### src/rtl/core/evg_pkg.sv
// Shared types, constants and the CORDIC arctangent table of the ellipse vertex generator.
package evg_pkg;

  localparam int IDX_W        = 12;
  localparam int COORD_W      = 32;
  localparam int TRIG_W       = 34;
  localparam int CORDIC_STEPS = 30;
  localparam int MIN_VERTICES = 3;
  localparam logic signed [TRIG_W-1:0] CORDIC_X0 = 34'sd652032874;

  typedef enum logic [2:0] {
    REG_CENTER_X     = 3'd0,
    REG_CENTER_Y     = 3'd1,
    REG_RADIUS_X     = 3'd2,
    REG_RADIUS_Y     = 3'd3,
    REG_VERTEX_COUNT = 3'd4
  } reg_index_t;

  typedef struct packed {
    logic first;
    logic last;
    logic shape_ok;
    logic err;
  } tag_t;

  function automatic logic [31:0] atan_turn(input logic [4:0] i);
    logic [31:0] a;
    case (i)
      5'd0:  a = 32'd536870912;
      5'd1:  a = 32'd316933406;
      5'd2:  a = 32'd167458907;
      5'd3:  a = 32'd85004756;
      5'd4:  a = 32'd42667331;
      5'd5:  a = 32'd21354465;
      5'd6:  a = 32'd10679838;
      5'd7:  a = 32'd5340245;
      5'd8:  a = 32'd2670163;
      5'd9:  a = 32'd1335087;
      5'd10: a = 32'd667544;
      5'd11: a = 32'd333772;
      5'd12: a = 32'd166886;
      5'd13: a = 32'd83443;
      5'd14: a = 32'd41722;
      5'd15: a = 32'd20861;
      5'd16: a = 32'd10430;
      5'd17: a = 32'd5215;
      5'd18: a = 32'd2608;
      5'd19: a = 32'd1304;
      5'd20: a = 32'd652;
      5'd21: a = 32'd326;
      5'd22: a = 32'd163;
      5'd23: a = 32'd81;
      5'd24: a = 32'd41;
      5'd25: a = 32'd20;
      5'd26: a = 32'd10;
      5'd27: a = 32'd5;
      5'd28: a = 32'd3;
      5'd29: a = 32'd1;
      default: a = 32'd0;
    endcase
    return a;
  endfunction

endpackage

### src/rtl/core/evg_place.sv
// Scale by radius, round to Q16.16, add center and saturate (or clear to zero); two register stages.
module evg_place import evg_pkg::*; (
  input  logic                      clk,
  input  logic                      advance,
  input  logic signed [COORD_W-1:0] center,
  input  logic signed [COORD_W-1:0] radius,
  input  logic signed [TRIG_W-1:0]  trig,
  input  logic                      clear,
  output logic signed [COORD_W-1:0] point
);

  localparam int PROD_W = COORD_W + TRIG_W;
  localparam int RND_W  = PROD_W - 30;
  localparam int SUM_W  = RND_W + 1;

  logic signed [PROD_W-1:0] prod;
  logic signed [RND_W-1:0]  rounded;
  logic signed [SUM_W-1:0]  sum;
  logic signed [SUM_W-1:0]  sat_hi, sat_lo;

  assign rounded = RND_W'((prod + PROD_W'(64'sd536870912)) >>> 30);
  assign sum     = SUM_W'(rounded) + SUM_W'(center);
  assign sat_hi  = SUM_W'(64'sd2147483647);
  assign sat_lo  = SUM_W'(-64'sd2147483648);

  always_ff @(posedge clk) begin
    if (advance) begin
      prod <= PROD_W'(radius) * PROD_W'(trig);
      if (clear) begin
        point <= '0;
      end else if (sum > sat_hi) begin
        point <= COORD_W'(sat_hi);
      end else if (sum < sat_lo) begin
        point <= COORD_W'(sat_lo);
      end else begin
        point <= COORD_W'(sum);
      end
    end
  end

endmodule

### config.mk
export PLATFORM = sky130hd
export DESIGN_NAME = evg_place
export DESIGN_NICKNAME = d
export VERILOG_FILES = /design/src/rtl/core/evg_pkg.sv /design/src/rtl/core/evg_place.sv
export SDC_FILE = /design/constraint.sdc
export NUM_CORES = 2
export LEC_CHECK = 0
export BUFFER_PORTS_ARGS = -buffer_cell sky130_fd_sc_hd__clkbuf_2
export CORE_ASPECT_RATIO = 0.9
export CORE_MARGIN = 3
export CORE_UTILIZATION = 52
export DETAILED_ROUTE_END_ITERATION = 7
export PLACE_DENSITY = 0.69
export SLEW_MARGIN = 10
export SYNTH_ARGS = -nofsm -noshare
export SYNTH_HDL_FRONTEND = slang
export SYNTH_SLANG_ARGS = --single-unit
### constraint.sdc
create_clock -name clk -period 9.9 [get_ports clk]
set_input_delay 0.99 -clock clk [delete_from_list [all_inputs] [get_ports clk]]
set_output_delay 0.99 -clock clk [all_outputs]
set_load 0.02 [all_outputs]
* Word-level counts from Yosys, hierarchy flattened
Cells that the tools add are included.
Cells by class: multipliers 1, add/subtract/negate cells 2, reductions and logical operators 1, muxes and demuxes 2, $lt $le $gt $ge 2
Operators with widths (count):
- 66-bit by 31-bit adder with 66-bit output, second input constant | 1
- 32-bit by 34-bit multiplier with 66-bit output | 1
- 36-bit by 32-bit adder with 37-bit output | 1
- 37-bit by 32-bit > comparator with 1-bit output, second input constant | 1
- 37-bit by 32-bit less-than comparator with 1-bit output, second input constant | 1
- 32-bit 2-to-1 mux | 1
- 31-bit 2-to-1 mux | 1
- 2-bit OR reduction | 1
Word-level totals: register bits 98

* Depth between registers and ports, before layout
word-level depth 5, mapped depth 27, gate-level depth less buffers 26

* Worst setup path after synthesis
OpenSTA, ideal clock, no wires.
path kind input -> register, start point input trig[33], end point register prod[63], data pin, arrival 7.853 ns, setup time 0.266 ns, required time 9.634 ns, path slack 1.781 ns, stages 23, path buffers 2, cell sequence clkbuf_1 -> nand2_1 -> inv_1 -> fa_1 -> fa_1 -> fa_1 -> inv_1 -> fa_1 -> fa_1 -> inv_1 -> fa_1 -> fa_1 -> fa_1 -> ha_1 -> clkbuf_1 -> a21o_1 -> a21o_1 -> o21a_1 -> o21a_1 -> o22ai_1 -> o21ai_0 -> o41ai_1 -> xnor2_1
Between the ends: cells in the longest elaborated chain, start to end 1
Ends and longest elaborated chain:
- from (decl) | line evg_place.sv:7 | input logic signed [TRIG_W-1:0] trig,
- 32-bit by 34-bit multiplier with 66-bit output | line evg_place.sv:28 | prod <= PROD_W'(radius) * PROD_W'(trig);
- to (signal assigned) | line evg_place.sv:28
- to (decl) | line evg_place.sv:16 | logic signed [PROD_W-1:0] prod;
No other way between the ends. A chain may end at the register's enable or synchronous reset.

* Worst setup path in the final report
start point input radius[2], end point register prod[65], data pin
Between the ends: cells in the longest elaborated chain, start to end 1
Ends and longest elaborated chain:
- from (decl) | line evg_place.sv:6 | input logic signed [COORD_W-1:0] radius,
- 32-bit by 34-bit multiplier with 66-bit output | line evg_place.sv:28
No other way between the ends.

==> flow_summary_export.csv <==
group,metric,value,unit
run_status,status,"completed",
routing,dr.pass1.iters,6,
layout,postLayoutCellArea,44070,µm²
layout,diodes,0,
worst_setup_path,start_kind,"input port",
worst_setup_path,reg2regPathDepth,18,
worst_setup_path,r2r-start,"prod[34]",
routing,wirelength,112000,µm
synth,synth_compound_area_share,4.687,%
cts,clkTransAtPathRegs,0.06,ns
global_routing,grt_overflow,0,
sta,clock-skew-final,0.01369,ns
layout,final_layout_size_suffix_gt1_share,5.319,%
routing,wl_per_cell,20.48,µm
sta,fmax,0.1112,GHz
synth,ys_seq_area_share,4.922,%
routing,vias,29790,
placement,place_congestion,0.9332,
synth,synth_top_family_by_area,"adder cells",
synth,synth_seq_cells,69,
synth,synth_xor_xnor_area_share,2.434,%
cts,h-tree-depth,3,
floorplanning,die_area,84420,µm²
floorplanning,fp-row-count,98,
cts,root_buffer,"clkbuf_16",
placement,dp_hpwl,94430,µm
floorplanning,dieHeight,275.9,µm
layout,regArea,2072,µm²
global_routing,grt_use_total,27.94,%
placement,post_dp_cell_area,43740,µm²
synth,yosys_warnings,0,
sta,whs,1.002,ns
sta,worst_slew_pin_slew,1.089,ns
synth,synth_async_sr_flop_share,0,%
synth,syn_avg_cell_area,9.512,µm²
sta,final_max_slew_viol_count,0,
worst_setup_path,crit_path_start,"radius[2]",
sta,setup_slack,0.9048,ns
synth,synthAdderAreaFrac,60.87,%
layout,nets,5877,
synth,yosys_most_used_dff,"edfxtp_1",
worst_setup_path,crit_arrival,9.06,ns
worst_setup_path,r2r_slack,4.02,ns
sta,hold_viol,0,
layout,fillCellCount,7114,
worst_setup_path,required,9.96,ns
sta,post-route-period-util,90.86,%
floorplanning,die_w,305.9,µm
cts,cts_tree,"done",
synth,netlist_instances,4426,
cts,numCtsBuffers,9,
floorplanning,start_util,52.74,%
synth,synth.distinct_cells,73,
cts,clock_latency,0.34,ns
placement,numPortBuffers,132,
sta,rsz0062_at_grt,"false",
cts,clkSinkCount,69,
min_path,min_path_type,"input port to flip-flop",
routing,via_per_inst,5.448,
synth,synth_edf_count,69,
routing,dr.first_iter.drc_count,1964,
global_routing,grt_pass1_wl,182000,µm
cts,clk_path_buf_depth,2,
sta,relSlewSlack,27.39,%
synth,synth_nets,5890,
job,cap_violations,0,
worst_setup_path,path_max_fanout,23,
layout,area_delta_synth_final,4.675,%
routing,drc,0,
floorplanning,core_area,79820,µm²
worst_setup_path,r2r_end,"point[30]",
synth,synth-simple-area-share,16.07,%
sta,fin_crit,8.995,ns
worst_setup_path,cp-end-kind,"flip-flop",
cts,post_cts_buffers,0,
synth,mappedNetlistArea,42100,µm²
worst_setup_path,crit_type,"input port to flip-flop",
cts,cts_resized,0,
global_routing,antenna_found_initial,7,
layout,multi_input_area,35400,µm²
cts,cts_hold_buf,0,
sta,setup_tns,0,ns
placement,post-place-ws,0.5802,ns
sta,finalSetupViolCount,0,
global_routing,grt_pass1_vias,32550,
global_routing,grt_max_degree,70,
routing,ant_nets,0,
synth,synth_mux_area_share,0.02378,%
floorplanning,ios,133,
worst_setup_path,critical_path.endpoint,"prod[65]",
[cell usage in the layout, fill, tap and decap left out, types with 39 or more instances in the layout]
cell type | Yosys | final
a21oi_1 | 95 | 95
and2_1 | 545 | 545
buf_4 | 0 | 64
clkbuf_2 | 0 | 131
edfxtp_1 | 69 | 69
fa_1 | 1142 | 1142
ha_1 | 221 | 221
inv_1 | 1005 | 1005
nand2_1 | 573 | 573
nor2_1 | 84 | 84
o21ai_0 | 56 | 56
xnor2_1 | 78 | 78
xor2_1 | 39 | 39
[layout make-up]
class / count / share of cell area (%)
multi-input combinational: 3129 / 80.34
inverter: 1006 / 8.569
sequential: 69 / 4.702
tap: 1050 / 2.981
timing repair buffer: 198 / 2.680
clock buffer: 9 / 0.5111
clock inverter: 7 / 0.2215
[worst max-delay path, stage by stage]
cell and delay (ns):
clkbuf_2 0.48, nand2_1 0.20, inv_1 0.17, fa_1 0.46, fa_1 0.50, fa_1 1.00, inv_1 0.16, fa_1 0.94
inv_1 0.45, fa_1 0.57, fa_1 0.55, inv_1 0.05, fa_1 0.47, inv_1 0.05, fa_1 0.45, ha_1 0.39
nand2_1 0.13, or3_1 0.42, o211ai_1 0.28, a21oi_1 0.13, xnor2_1 0.17
[registers in the layout, summed over array words and instances, names as in the netlist]
register and cells:
point 32, prod 37
[metrics by stage]
stage / instances / util, %
detailed placement: 5452 / 54.80
finish: 5468 / 55.21
global route: 5468 / 55.21
CTS: 5468 / 55.21
global placement: 5452 / 54.80
floorplan: 4426 / -
[metal layers]
layer,part of all wire [%],wire length (µm),track usage [%],vias to the layer above
met5,0.021,23,0,-
met2,45,49900,43.90,1177
met4,3.7,4114,8.955,4
met1,43,48100,39.75,15490
li1,-,-,-,12930
met3,8.8,9842,5.123,194
[cell usage after synthesis (3+ instances only)]
cell      number  area (µm²)
fa_1        1142       22860
inv_1       1005        3772
nand2_1      573        2151
and2_1       545        3410
ha_1         221        2765
clkbuf_1     213       799.5
a21oi_1       95       475.5
nor2_1        84       315.3
xnor2_1       78       683.2
edfxtp_1      69        2072
o21ai_0       56       280.3
xor2_1        39       341.6
nand3_1       37       185.2
a21o_1        35       262.8
nand4_1       23       143.9
nand2b_1      17       106.4
o21bai_1      15       112.6
nor2b_1       14       87.58
o21a_1        14       105.1
a211oi_1      13       97.59
and3_1        12       75.07
nor3_1        12       60.06
o211ai_1      10       75.07
and4_1         8       70.07
o21ai_1        8       40.04
buf_2          7       35.03
a31oi_1        6       37.54
a31o_2         5       43.79
a221oi_1       4       35.03
or3_1          4       25.02
a211o_1        3       26.28
a41oi_1        3       26.28
o31ai_1        3       22.52
[worst min-delay path by stage]
| stage | from | endpoint | depth (start not counted) |
|---|---|---|---|
| after floorplan | prod[30] | point[0] | 4 |
| after global placement | prod[31] | point[1] | 4 |
| after detailed placement | prod[29] | point[0] | 4 |
| after CTS | clear | point[31] | 2 |
| after global routing | clear | point[31] | 2 |
| final | clear | point[31] | 2 |
[kinds of logic after synthesis]
kind of cell               Yosys count
AOI/OAI and AO/OA                  303
xor gates and xnor gates           117
adders and majority gates         1363
buffers and inverters             1228
DFF                                 69
muxes                                1
and+or+nand+nor                   1345
Power is not shown: default switching activity piles up to over one toggle a cycle in this logic, so the estimate is an artifact.
