[config.mk]
export PLATFORM = sky130hd
export DESIGN_NAME = evg_div
export DESIGN_NICKNAME = d
export VERILOG_FILES = /design/src/rtl/core/evg_pkg.sv /design/src/rtl/core/evg_div.sv
export SDC_FILE = /design/constraint.sdc
export NUM_CORES = 1
export LEC_CHECK = 0
export ABC_AREA = 1
export BUFFER_PORTS_ARGS = -buffer_cell sky130_fd_sc_hd__buf_2
export CAP_MARGIN = 20
export CELL_PAD_IN_SITES_DETAIL_PLACEMENT = 1
export CELL_PAD_IN_SITES_GLOBAL_PLACEMENT = 2
export CORE_ASPECT_RATIO = 1.25
export CORE_MARGIN = 3
export CORE_UTILIZATION = 42
export CTS_BUF_LIST = sky130_fd_sc_hd__clkbuf_16
export CTS_CLUSTER_SIZE = 25
export DETAILED_ROUTE_END_ITERATION = 6
export PLACE_DENSITY_LB_ADDON = 0.1
export SETUP_SLACK_MARGIN = 0.02
export SYNTH_ARGS = -nofsm -noshare
export SYNTH_HDL_FRONTEND = slang
export SYNTH_SLANG_ARGS = --single-unit
[constraint.sdc]
create_clock -name clk -period 3.35 [get_ports clk]
set_input_delay 0.1675 -clock clk [delete_from_list [all_inputs] [get_ports clk]]
set_output_delay 0.1675 -clock clk [all_outputs]
set_load 0.01 [all_outputs]
[src/rtl/core/evg_pkg.sv]
// Shared types, constants and the CORDIC arctangent table of the ellipse vertex generator.
package evg_pkg;

  localparam int IDX_W        = 12;
  localparam int COORD_W      = 32;
  localparam int TRIG_W       = 34;
  localparam int CORDIC_STEPS = 30;
  localparam int MIN_VERTICES = 3;
  localparam logic signed [TRIG_W-1:0] CORDIC_X0 = 34'sd652032874;

  typedef enum logic [2:0] {
    REG_CENTER_X     = 3'd0,
    REG_CENTER_Y     = 3'd1,
    REG_RADIUS_X     = 3'd2,
    REG_RADIUS_Y     = 3'd3,
    REG_VERTEX_COUNT = 3'd4
  } reg_index_t;

  typedef struct packed {
    logic first;
    logic last;
    logic shape_ok;
    logic err;
  } tag_t;

  function automatic logic [31:0] atan_turn(input logic [4:0] i);
    logic [31:0] a;
    case (i)
      5'd0:  a = 32'd536870912;
      5'd1:  a = 32'd316933406;
      5'd2:  a = 32'd167458907;
      5'd3:  a = 32'd85004756;
      5'd4:  a = 32'd42667331;
      5'd5:  a = 32'd21354465;
      5'd6:  a = 32'd10679838;
      5'd7:  a = 32'd5340245;
      5'd8:  a = 32'd2670163;
      5'd9:  a = 32'd1335087;
      5'd10: a = 32'd667544;
      5'd11: a = 32'd333772;
      5'd12: a = 32'd166886;
      5'd13: a = 32'd83443;
      5'd14: a = 32'd41722;
      5'd15: a = 32'd20861;
      5'd16: a = 32'd10430;
      5'd17: a = 32'd5215;
      5'd18: a = 32'd2608;
      5'd19: a = 32'd1304;
      5'd20: a = 32'd652;
      5'd21: a = 32'd326;
      5'd22: a = 32'd163;
      5'd23: a = 32'd81;
      5'd24: a = 32'd41;
      5'd25: a = 32'd20;
      5'd26: a = 32'd10;
      5'd27: a = 32'd5;
      5'd28: a = 32'd3;
      5'd29: a = 32'd1;
      default: a = 32'd0;
    endcase
    return a;
  endfunction

endpackage

[src/rtl/core/evg_div.sv]
// Pipelined restoring divider: phase = floor(index * 2^ANGLE_BITS / count), one bit per stage.
module evg_div import evg_pkg::*; #(
  parameter int ANGLE_BITS = 24
) (
  input  logic                  clk,
  input  logic                  rst,
  input  logic                  advance,
  input  logic                  in_vld,
  input  tag_t                  in_tag,
  input  logic [IDX_W-1:0]      index,
  input  logic [IDX_W-1:0]      count,
  output logic                  out_vld,
  output tag_t                  out_tag,
  output logic [ANGLE_BITS-1:0] phase
);

  logic [IDX_W-1:0]      rem [1:ANGLE_BITS];
  logic [ANGLE_BITS-1:0] quo [1:ANGLE_BITS];
  logic                  vld [1:ANGLE_BITS];
  tag_t                  tag [1:ANGLE_BITS];

  for (genvar k = 0; k < ANGLE_BITS; k++) begin : g_stage
    logic [IDX_W-1:0]      rem_prev;
    logic [ANGLE_BITS-1:0] quo_prev;
    logic                  vld_prev;
    tag_t                  tag_prev;
    logic [IDX_W:0]        shifted;
    logic                  ge;

    if (k == 0) begin : g_first
      assign rem_prev = in_tag.err ? '0 : index;
      assign quo_prev = '0;
      assign vld_prev = in_vld;
      assign tag_prev = in_tag;
    end else begin : g_rest
      assign rem_prev = rem[k];
      assign quo_prev = quo[k];
      assign vld_prev = vld[k];
      assign tag_prev = tag[k];
    end

    assign shifted = {rem_prev, 1'b0};
    assign ge      = shifted >= {1'b0, count};

    always_ff @(posedge clk) begin
      if (rst) begin
        vld[k+1] <= 1'b0;
      end else if (advance) begin
        vld[k+1] <= vld_prev;
      end
    end

    always_ff @(posedge clk) begin
      if (advance) begin
        rem[k+1] <= ge ? IDX_W'(shifted - {1'b0, count}) : shifted[IDX_W-1:0];
        quo[k+1] <= {quo_prev[ANGLE_BITS-1:0] << 1} | ANGLE_BITS'(ge);
        tag[k+1] <= tag_prev;
      end
    end
  end

  assign out_vld = vld[ANGLE_BITS];
  assign out_tag = tag[ANGLE_BITS];
  assign phase   = quo[ANGLE_BITS];

endmodule

=== Yosys cells after proc, flatten, opt, wreduce, memory -nomap -nowiden ===
Memory sizes are Yosys's and may differ from the RTL's.
Index checks and enable logic that the tools add are counted.

* Add/sub/neg operators: 24
* Magnitude comparators: 24
* Muxes and demuxes: 55
* Bitwise gates (word level): 47

{| class="wikitable"
|+ Operators with widths
! cell !! number
|-
| 24-bit by 1-bit OR with 24-bit output || 23
|-
| 13-bit by 12-bit >= comparator with 1-bit output || 24
|-
| 12-bit 2-to-1 mux || 25
|-
| 12-bit subtractor || 24
|-
| 1-bit 2-to-1 mux || 30
|-
| 1-bit OR || 24
|}

* Flip-flop bits (word level): 0
* RAM bits: 984
* Output and inout port bits: 29
* Logic and storage cells: 154
* Memories kept: 4

{| class="wikitable"
|+ Memory list
! name !! words !! width !! rd ports !! clocked after Yosys merged registers in !! wr ports !! line !! text
|-
| quo || 24 || 24 || 24 || 0 || 24 || evg_div.sv:18 || <nowiki>logic [ANGLE_BITS-1:0] quo [1:ANGLE_BITS];</nowiki>
|-
| rem || 24 || 12 || 23 || 0 || 24 || evg_div.sv:17 || <nowiki>logic [IDX_W-1:0] rem [1:ANGLE_BITS];</nowiki>
|-
| tag || 24 || 4 || 24 || 0 || 24 || evg_div.sv:20 || <nowiki>tag_t tag [1:ANGLE_BITS];</nowiki>
|-
| vld || 24 || 1 || 24 || 0 || 24 || evg_div.sv:19 || <nowiki>logic vld [1:ANGLE_BITS];</nowiki>
|}

=== Logic depth before layout (Yosys ltp) ===
Gate-level depths: netlist (run 1).

* Word-level depth: 4
* Depth in mapped cells: 15
* Depth with buffers taken out: 14

=== Worst setup path after synthesis (run 1) ===
Ideal clock, no wire load.

* Kind: input -> register
* Start point: in count[7]
* End point: reg, netlist name rem[0][71]
* Setup time: 254 ps
* Data arrival time: 2138 ps
* Slack: 958 ps
* Stages: 11
* Buffers on the path: 1
* Cell sequence: inv_1 ha_1 nand2_1 inv_1 a21oi_1 nor2_1 nor2_1 nand3_4 buf_6 nand3_1 nand2_1

{| class="wikitable"
|+ RTL lines
! element !! line !! text
|-
| from (decl) || evg_div.sv:11 || <nowiki>input logic [IDX_W-1:0] count,</nowiki>
|}

==> results of run 1 <==
## cell families after synthesis
group	Yosys count	synth area share
AOI/OAI and AO/OA	524	0.0726
xor gates and xnor gates	191	0.0421
adders and majority gates	309	0.102
buffers and inverters	631	0.0641
DFF	696	0.526
and+or+nand+nor	1741	0.194
## registers in the layout, summed over array words and instances (netlist names)
signal and count:
tag 96, rem 276, vld 24, quo 300
## report_power, final
part / internal [mW] / leakage (nW) / switching [mW]
clock network: 4.53 / 1.24 / 3.47
logic: 5.97 / 11.6 / 10.6
registers: 12.7 / 6.86 / 1.36
total: 23.2 / 19.6 / 15.5
## synth_stat cells, types with 3 or more instances
cell	n	area, um^2
a21o_1	14	105
a21oi_1	174	871
a21oi_2	19	166
a31oi_1	3	18.8
buf_2	15	75.1
buf_4	29	218
buf_6	5	56.3
clkbuf_1	6	22.5
edfxtp_1	696	20900
fa_1	23	460
ha_1	286	3580
inv_1	573	2150
nand2_1	901	3380
nand2_2	16	100
nand3_1	232	1160
nand3_2	29	290
nand3_4	3	52.6
nand3b_1	23	173
nand4_1	138	863
nor2_1	334	1250
nor3_1	24	120
nor3b_1	3	22.5
nor4_1	10	62.6
o21a_1	3	22.5
o21ai_0	148	741
o21ai_1	111	556
o21ai_2	16	140
o21bai_1	34	255
or2_1	3	18.8
or2_2	6	37.5
or2_4	12	105
xnor2_1	52	455
xor2_1	139	1220
## stage by stage
step	hold slack, ns	total power, mW	instance area (um^2)	util
2_1_floorplan	0.266	26.4	39800	-
3_3_place_gp	0.344	30.8	41800	0.448
3_5_place_dp	0.346	31.0	41800	0.448
4_1_cts	0.00527	39.3	44300	0.475
5_1_grt	0.0273	42.3	44300	0.475
6_report	0.0205	38.7	44300	0.475
## placed cells by master (no fill, tap or decap), types with 58 or more instances in the layout
cell and instances:
a21oi_1 174, o21ai_0 148, edfxtp_1 696, nand2_1 901, nor2_1 334, xor2_1 139, buf_2 58, clkbuf_16 78
ha_1 286, nand3_1 232, nand4_1 138, inv_1 586, o21ai_1 111
## routing by layer
layer	track usage	share of wire	vias up	wire, um
li1	-	-	14200	-
met1	0.261	0.44	13600	44300
met2	0.378	0.51	292	51400
met3	0.0234	0.025	131	2500
met4	0.0563	0.023	0	2280
met5	0	0	-	0
## area by class of cell
cell class                      instances  share of cell area
Clock inverter                         62             0.00906
Timing Repair Buffer                  122              0.0242
Tap cell                             1206              0.0340
Inverter                              575              0.0488
Multi-Input combinational cell       2765               0.368
Sequential cell                       696               0.472
Clock buffer                           78              0.0440
## worst max-delay path by stage
| stage | depth (start not counted) | end | slack [ns] |
|---|---|---|---|
| 3_3_place_gp | 11 | rem[0][25]$_DFFE_PP_ | 0.50 |
| 4_1_cts | 8 | rem[0][121]$_DFFE_PP_ | 0.80 |
| 3_5_place_dp | 12 | rem[0][117]$_DFFE_PP_ | 0.49 |
| 2_1_floorplan | 11 | rem[0][71]$_DFFE_PP_ | 0.96 |
| 6_report | 8 | rem[0][121]$_DFFE_PP_ | 0.85 |
| 5_1_grt | 9 | rem[0][279]$_DFFE_PP_ | 0.63 |
## worst max-delay path, stage by stage, from the launching register on
cell      delay [ns]
edfxtp_1        0.41
ha_1            0.38
a21oi_1         0.28
nand2_2         0.16
a21oi_2         0.23
or2_4           0.17
nand3_2         0.32
nand2_1         0.19
o21ai_1         0.08
==> reports/qor.csv, run 1 <==
metric,value,unit
status,"finished, final reports clean",
Non-Filler Instances,5504,
Final setup viols,0,
Clock transition at path regs,0.06,ns
CP endpoint kind,flip-flop,
gr usage total,0.208,
GPL Wtd Cong,0.859,
Relative slew margins,0.474,
hold endpoint,tag[1][3]$_DFFE_PP_,
CTS tree,built,
CTS Buf Count,77,
placed cell count,5352,
worst min-delay path category,primary input to flip-flop,
Pins Over Slew Limit,0,
clock buffer depth,3,
reg-to-reg endpoint,rem[0][121]$_DFFE_PP_,
reg2reg path depth,8,
Tcrit/Tclk final,0.745,
DR pass1 iterations,5,
GRT overflow,0,
chip width,281,um
"IR drop worst, VDD",0.000521,V
CP startpoint,rem[0][109]$_DFFE_PP_,
Fin Setup TNS,0,ns
top fanout value on the critical path,21,
max-cap viol count,0,
vias in the first global route,30200,
Worst Path Required,3.71,ns
top_reg_cell synth,edfxtp_1,
Post-Place Worst Slack,0.494,ns
footprint of the multi-input gates,16300,um^2
asr flop ratio synth,0,
Cell Pwr Density,874,nW/um^2
unrepaired setup endpoints after global routing,false,
largest net degree at the start of global routing,123,
leakage power,19.6,nW
syn avg cell area,9.72,um^2
FMAX,401,MHz
endpoints failing hold,0,
hold path cells,1,
Vert. Die Dim,350,um
dpl hpwl,73.5,mm
sequential area share after synthesis,0.526,
WL/cell,18.3,um
via count,28200,
Die Footprint,98400,um^2
"reg-to-reg slack, setup",0.85,ns
clk_lat worst skew,0.64,ns
Yosys reg bits,696,
Gate Count Post-Synth,4092,
Netlist Area Pre-Place,39800,um^2
buffer type at the clock tree root,clkbuf_16,
Rows,125,
post-CTS resize count,0,
Syn Nets,4433,
Netlist cell types,45,
YS warnings,0,
first-pass GRT wire length,161,mm
Initial Util,0.426,
reg-to-reg startpoint,rem[0][109]$_DFFE_PP_,
Layout Skew,0.0237,ns
startpoint types,flip-flop,
DRC viols,0,
Port Buffer Count,60,
Post-synth EDFFs,696,
"Arr. time, crit path",2.86,ns
Filler cells,10500,
CTS H-tree depth,3,
vias per cell,5.13,
Hold Crit Start,advance,
proportion of layout cells with a drive suffix above 1,0.0761,
"antenna viol nets, final",0,
number of antenna violations at the first check in global routing,0,
hold_buf cts,12,
fin nets,4578,
diode count,0,
io pins,61,
fin crit period,2.50,ns
Total Wirelength,100,mm
Worst Tran Pin Value,0.788,ns
CORE AREA,93400,um^2
register area,20900,um^2
"Area growth, synth to finish",11.4,%
final worst slack,0.854,ns
# clock sinks,696,
postcts setup bufs,0,
Crit Path Class,flip-flop to flip-flop,
DR iter-0 viols,1277,
Power figures use the tool's default switching activity.
==> run 2, diff against run 1 <==
- CORE_UTILIZATION: 42 -> 38
- clock period: 3.35 -> 2.04 ns (I/O delays scaled with it)
==> run 2 against run 1 <==
  * The run now ends with negative setup slack left
  * Die area up 10%
  * Count of clock-buffer cells in the layout grew 5
  * Critical path depth rose by 2
  * Routed wire length rose by 31%
  * Largest power group unchanged
  * Power up 140%
  * Sequential power is 70% higher
  * Critical endpoint is now rem[0][51]$_DFFE_PP_
  * Critical path type unchanged
  * Flip-flop and latch count did not move
  * Final cell count up 24%
  * Worst setup slack lost 0.95 ns
  * Combinational power rose to 3.3 times the previous value
==> reports/qor.csv, run 2 (synthesis results as in run 1) <==
metric,value,unit
reg2reg path depth,10,
CP endpoint kind,flip-flop,
hold path cells,5,
Port Buffer Count,60,
hold endpoint,vld[0][1]$_DFFE_PP_,
"antenna viol nets, final",0,
Die Footprint,109000,um^2
# clock sinks,696,
"IR drop worst, VDD",0.000873,V
Final Power,93.7,mW
proportion of layout cells with a drive suffix above 1,0.440,
Filler cells,11100,
CP cell instances,ha_4 -> ha_4 -> inv_2 -> nor4_4 -> buf_4 -> nand3_4 -> nand3_4 -> buf_12 -> buf_12 -> o21ai_2,
CTS Buf Count,80,
Pins Over Slew Limit,0,
startpoint types,flip-flop,
Worst path top cell family by delay,flip-flops,
"Area growth, synth to finish",53.9,%
clk_lat worst skew,0.69,ns
max-cap viol count,0,
buffer type at the clock tree root,clkbuf_16,
dpl hpwl,87.5,mm
"Core Util, Final",0.590,
vias in the first global route,36300,
Initial Util,0.383,
DR pass1 iterations,4,
Cell Pwr Density,1530,nW/um^2
Worst Tran Pin Value,0.585,ns
FMAX,469,MHz
Largest register FFs,300,
fin crit period,2.13,ns
"reg-to-reg slack, setup",-0.09,ns
most frequent cells in the layout,"1073 x buf_4, 696 x edfxtp_1, 630 x nand2_1",
Hold Crit Start,rst,
GRT overflow,0,
CTS H-tree depth,3,
Clock transition at path regs,0.06,ns
status,finished with violations,
register area,20900,um^2
"Arr. time, crit path",2.57,ns
failing checks,negative setup slack,
chip width,295,um
CORE AREA,104000,um^2
Crit Path Class,flip-flop to flip-flop,
slowest cell delay on critical path,0.46,ns
Worst path slowest cell,edfxtp_1,
endpoints failing hold,0,
Relative slew margins,0.610,
WL/cell,19.2,um
footprint of the multi-input gates,22300,um^2
Worst Path Required,2.47,ns
via count,34200,
number of antenna violations at the first check in global routing,1,
worst min-delay path category,primary input to flip-flop,
Vert. Die Dim,368,um
"most common cell after layout, fill and taps aside",buf_4,
Biggest register,quo,
CTS tree,built,
Layout Skew,0.0345,ns
DR iter-0 viols,1334,
leakage power,26.9,nW
top flop regs,"quo (300), rem (276), tag (96)",
DRC viols,0,
clock buffer depth,3,
reg-to-reg endpoint,rem[0][51]$_DFFE_PP_,
vias per cell,5.00,
top fanout value on the critical path,6,
Rows,132,
gr usage total,0.225,
GPL Wtd Cong,0.850,
largest net degree at the start of global routing,104,
final worst slack,-0.0930,ns
fin nets,5773,
Crit path buffers/inverters,4,
io pins,61,
Total Wirelength,131,mm
unrepaired setup endpoints after global routing,true,
reg-to-reg startpoint,rem[0][36]$_SDFFCE_PP0P_,
first-pass GRT wire length,192,mm
Final setup viols,115,
Tcrit/Tclk final,1.05,
[run 2: timing repair]
action,in CTS,in global routing
setup endpoints to repair,269,288
cloned,24,24
endpoints found under the hold margin,47,0
pin swaps,117,274
gates resized for setup,465,820
setup buffers,90,132
hold buffers,17,0
[run 2: routing by layer]
metal	up-vias	track usage	part of all wire
li1	16700	-	-
met1	16800	0.258	0.39
met2	423	0.427	0.55
met3	259	0.0244	0.024
met4	0	0.0842	0.037
met5	-	0	0
[run 2: per-stage QoR]
step | std cells | setup TNS, ns | setup WS (ns) | instance area (um^2) | hold WS [ns]
finish | 6838 | -3.62 | -0.0930 | 61200 | 0.0438
global route | 6837 | -17.10 | -0.165 | 61200 | 0.0697
CTS | 6690 | -3.24 | -0.122 | 56000 | 0.00929
detailed placement | 6412 | -70.18 | -0.352 | 49500 | 0.283
global placement | 6412 | -54.06 | -0.274 | 49500 | 0.278
floorplan | 4092 | -8.80 | -0.111 | 39800 | 0.201
[run 2: worst max-delay path by stage]
stage                                         from               endpoint  cells past startpoint
final                     rem[0][36]$_SDFFCE_PP0P_   rem[0][51]$_DFFE_PP_                     10
after floorplan                           count[7]   rem[0][49]$_DFFE_PP_                      9
after CTS                     rem[0][73]$_DFFE_PP_   rem[0][90]$_DFFE_PP_                      9
after global routing      rem[0][72]$_SDFFCE_PP0P_   rem[0][91]$_DFFE_PP_                     10
after detailed placement                  count[4]   rem[0][63]$_DFFE_PP_                     11
after global placement                    count[8]  rem[0][189]$_DFFE_PP_                     14
[run 2: cell type report]
cell class	count	share of cell area
repair buffers	1308	0.187
flip-flops and latches	696	0.342
diodes	1	0.0000409
clock buffers	83	0.0339
clock inverters	64	0.00920
well taps	1340	0.0274
multi-input cells	2771	0.365
inverters	575	0.0361
[run 2: worst register-to-register path: cells and delay by family (launching register included)]
kind	cells	cell delay, ns
compound gates	1	0.06
fa+ha+maj	2	0.45
buf+inv	4	0.47
flops	1	0.46
simple gates	3	0.46
[run 2: report_power, final]
group / switching [mW] / internal (mW)
Clock: 6.18 / 8.33
Sequential: 2.93 / 21.0
Combinational: 27.6 / 27.7
==> run 3, diff against run 2 <==
- GPL_TIMING_DRIVEN: not set -> 0
- REMOVE_ABC_BUFFERS: not set -> 1
==> run 3 against run 2 <==
  * Routed wire length down 6.3%
  * Largest cell class unchanged
  * Sequential share of layout area up 3.4 points
  * The flow finishes with violations (negative hold slack, negative setup slack)
  * Combinational power down 17%
  * Final cell count down 10%
  * Sequential power about the same
  * Count of clock-buffer cells in the layout down 5
  * Critical path type unchanged
  * Clock skew down 0.013 ns
  * First-iteration DRC count down 13%
==> reports/qor.csv, run 3 (synthesis results as in run 1) <==
metric,value,unit
top flop regs,"quo (300), rem (276), tag (96)",
unrepaired setup endpoints after global routing,true,
"Arr. time, crit path",2.49,ns
first-pass GRT wire length,184,mm
Crit Path Class,flip-flop to flip-flop,
gr usage total,0.216,
failing checks,"negative hold slack, negative setup slack",
Pins Over Slew Limit,0,
Post-Place Worst Slack,-1.96,ns
io pins,61,
Tcrit/Tclk final,1.02,
CORE AREA,104000,um^2
Worst path slowest cell,edfxtp_1,
"most common cell after layout, fill and taps aside",edfxtp_1,
Filler cells,11100,
endpoints failing hold,56,
Fin Setup TNS,-0.460,ns
Clk pwr share,0.178,
Worst Path Required,2.46,ns
most frequent cells in the layout,"696 x edfxtp_1, 647 x nand2_1, 533 x inv_1",
top fanout value on the critical path,7,
Final setup viols,27,
Worst Tran Pin Value,0.914,ns
"antenna viol nets, final",0,
post-route cell area,55600,um^2
"Core Util, Final",0.536,
diode count,0,
leakage power,23.1,nW
Switching Share,0.409,
DR pass1 iterations,6,
fin nets,5059,
Biggest register,quo,
Relative slew margins,0.391,
Total Wirelength,123,mm
footprint of the multi-input gates,23300,um^2
Die Footprint,109000,um^2
GRT overflow,0,
buffer type at the clock tree root,clkbuf_16,
Initial Util,0.383,
CTS H-tree depth,3,
Cell Pwr Density,1520,nW/um^2
Final Power,84.6,mW
proportion of layout cells with a drive suffix above 1,0.353,
vias in the first global route,33000,
CTS tree,built,
Largest register FFs,300,
worst min-delay path category,primary input to flip-flop,
GPL Wtd Cong,0.803,
startpoint types,flip-flop,
clk_lat worst skew,0.68,ns
via count,31500,
CP cell instances,ha_4 -> a21oi_4 -> nand2_2 -> a21oi_2 -> or2_4 -> nand3_4 -> nand2_1 -> o21ai_1,
DR iter-0 viols,1154,
placed cell count,5456,
Crit path buffers/inverters,0,
Seq pwr share,0.282,
chip width,295,um
placed instance area,41800,um^2
fin crit period,2.07,ns
CTS Buf Count,78,
clock buffer depth,3,
Comb power frac,0.540,
max-cap viol count,0,
WL/cell,20.1,um
# clock sinks,696,
Non-Filler Instances,6122,
internal power,50.0,mW
status,finished with violations,
largest net degree at the start of global routing,131,
Rows,132,
Layout Skew,0.0213,ns
CP endpoint kind,flip-flop,
vias per cell,5.14,
hold slack,-0.0804,ns
final worst slack,-0.0310,ns
Port Buffer Count,60,
Clock transition at path regs,0.06,ns
"Area growth, synth to finish",39.8,%
FMAX,483,MHz
"IR drop worst, VDD",0.000689,V
Worst path top cell family by delay,simple AND/OR/NAND/NOR gates,
DRC viols,0,
number of antenna violations at the first check in global routing,0,
Vert. Die Dim,368,um
dpl hpwl,73.8,mm
slowest cell delay on critical path,0.51,ns
switching pwr,34.6,mW
register area,20900,um^2
## run 3: path summary, 6_finish.rpt
kind                               from               endpoint  slack [ns]  depth (start not counted)
setup / recovery   rem[0][85]$_DFFE_PP_   rem[0][98]$_DFFE_PP_       -0.03                          8
hold / removal                  advance    tag[2][1]$_DFFE_PP_       -0.08                          1
setup reg to reg   rem[0][85]$_DFFE_PP_   rem[0][98]$_DFFE_PP_       -0.03                          8
hold reg to reg   quo[0][389]$_DFFE_PP_  quo[0][414]$_DFFE_PP_        0.41                          0
## run 3: area by class of cell
cell class,instances,area share
Clock buffer,78,0.0351
Clock inverter,66,0.0144
Inverter,575,0.0392
Multi-Input combinational cell,2825,0.419
Sequential cell,696,0.376
Tap cell,1340,0.0301
Timing Repair Buffer,542,0.0863
## run 3: power groups by stage
stage | Clock (mW) | Sequential (mW) | Combinational (mW)
5_1_grt | 16.1 | 24.1 | 50.2
3_5_place_dp | 0 | 23.3 | 27.8
2_1_floorplan | 0 | 22.2 | 20.6
3_3_place_gp | 0 | 23.6 | 27.5
4_1_cts | 15.6 | 23.6 | 36.9
6_report | 15.1 | 23.8 | 45.7
## run 3: timing repair
item                                    in CTS  in global routing
resized for setup                          592                708
endpoints found under the hold margin       99                 30
endpoints found under the setup margin     301                310
hold buffers                                21                  4
buffers inserted                           207                229
cloned                                      55                  7
pin swaps                                  198                371
## run 3: routing by layer
layer / vias to the layer above / wire length (um) / GRT usage / part of all wire
met5: - / 0 / 0 / 0
met2: 356 / 67100 / 0.408 / 0.54
li1: 15400 / - / - / -
met3: 198 / 2920 / 0.0265 / 0.024
met1: 15500 / 49400 / 0.251 / 0.40
met4: 0 / 3660 / 0.0665 / 0.030
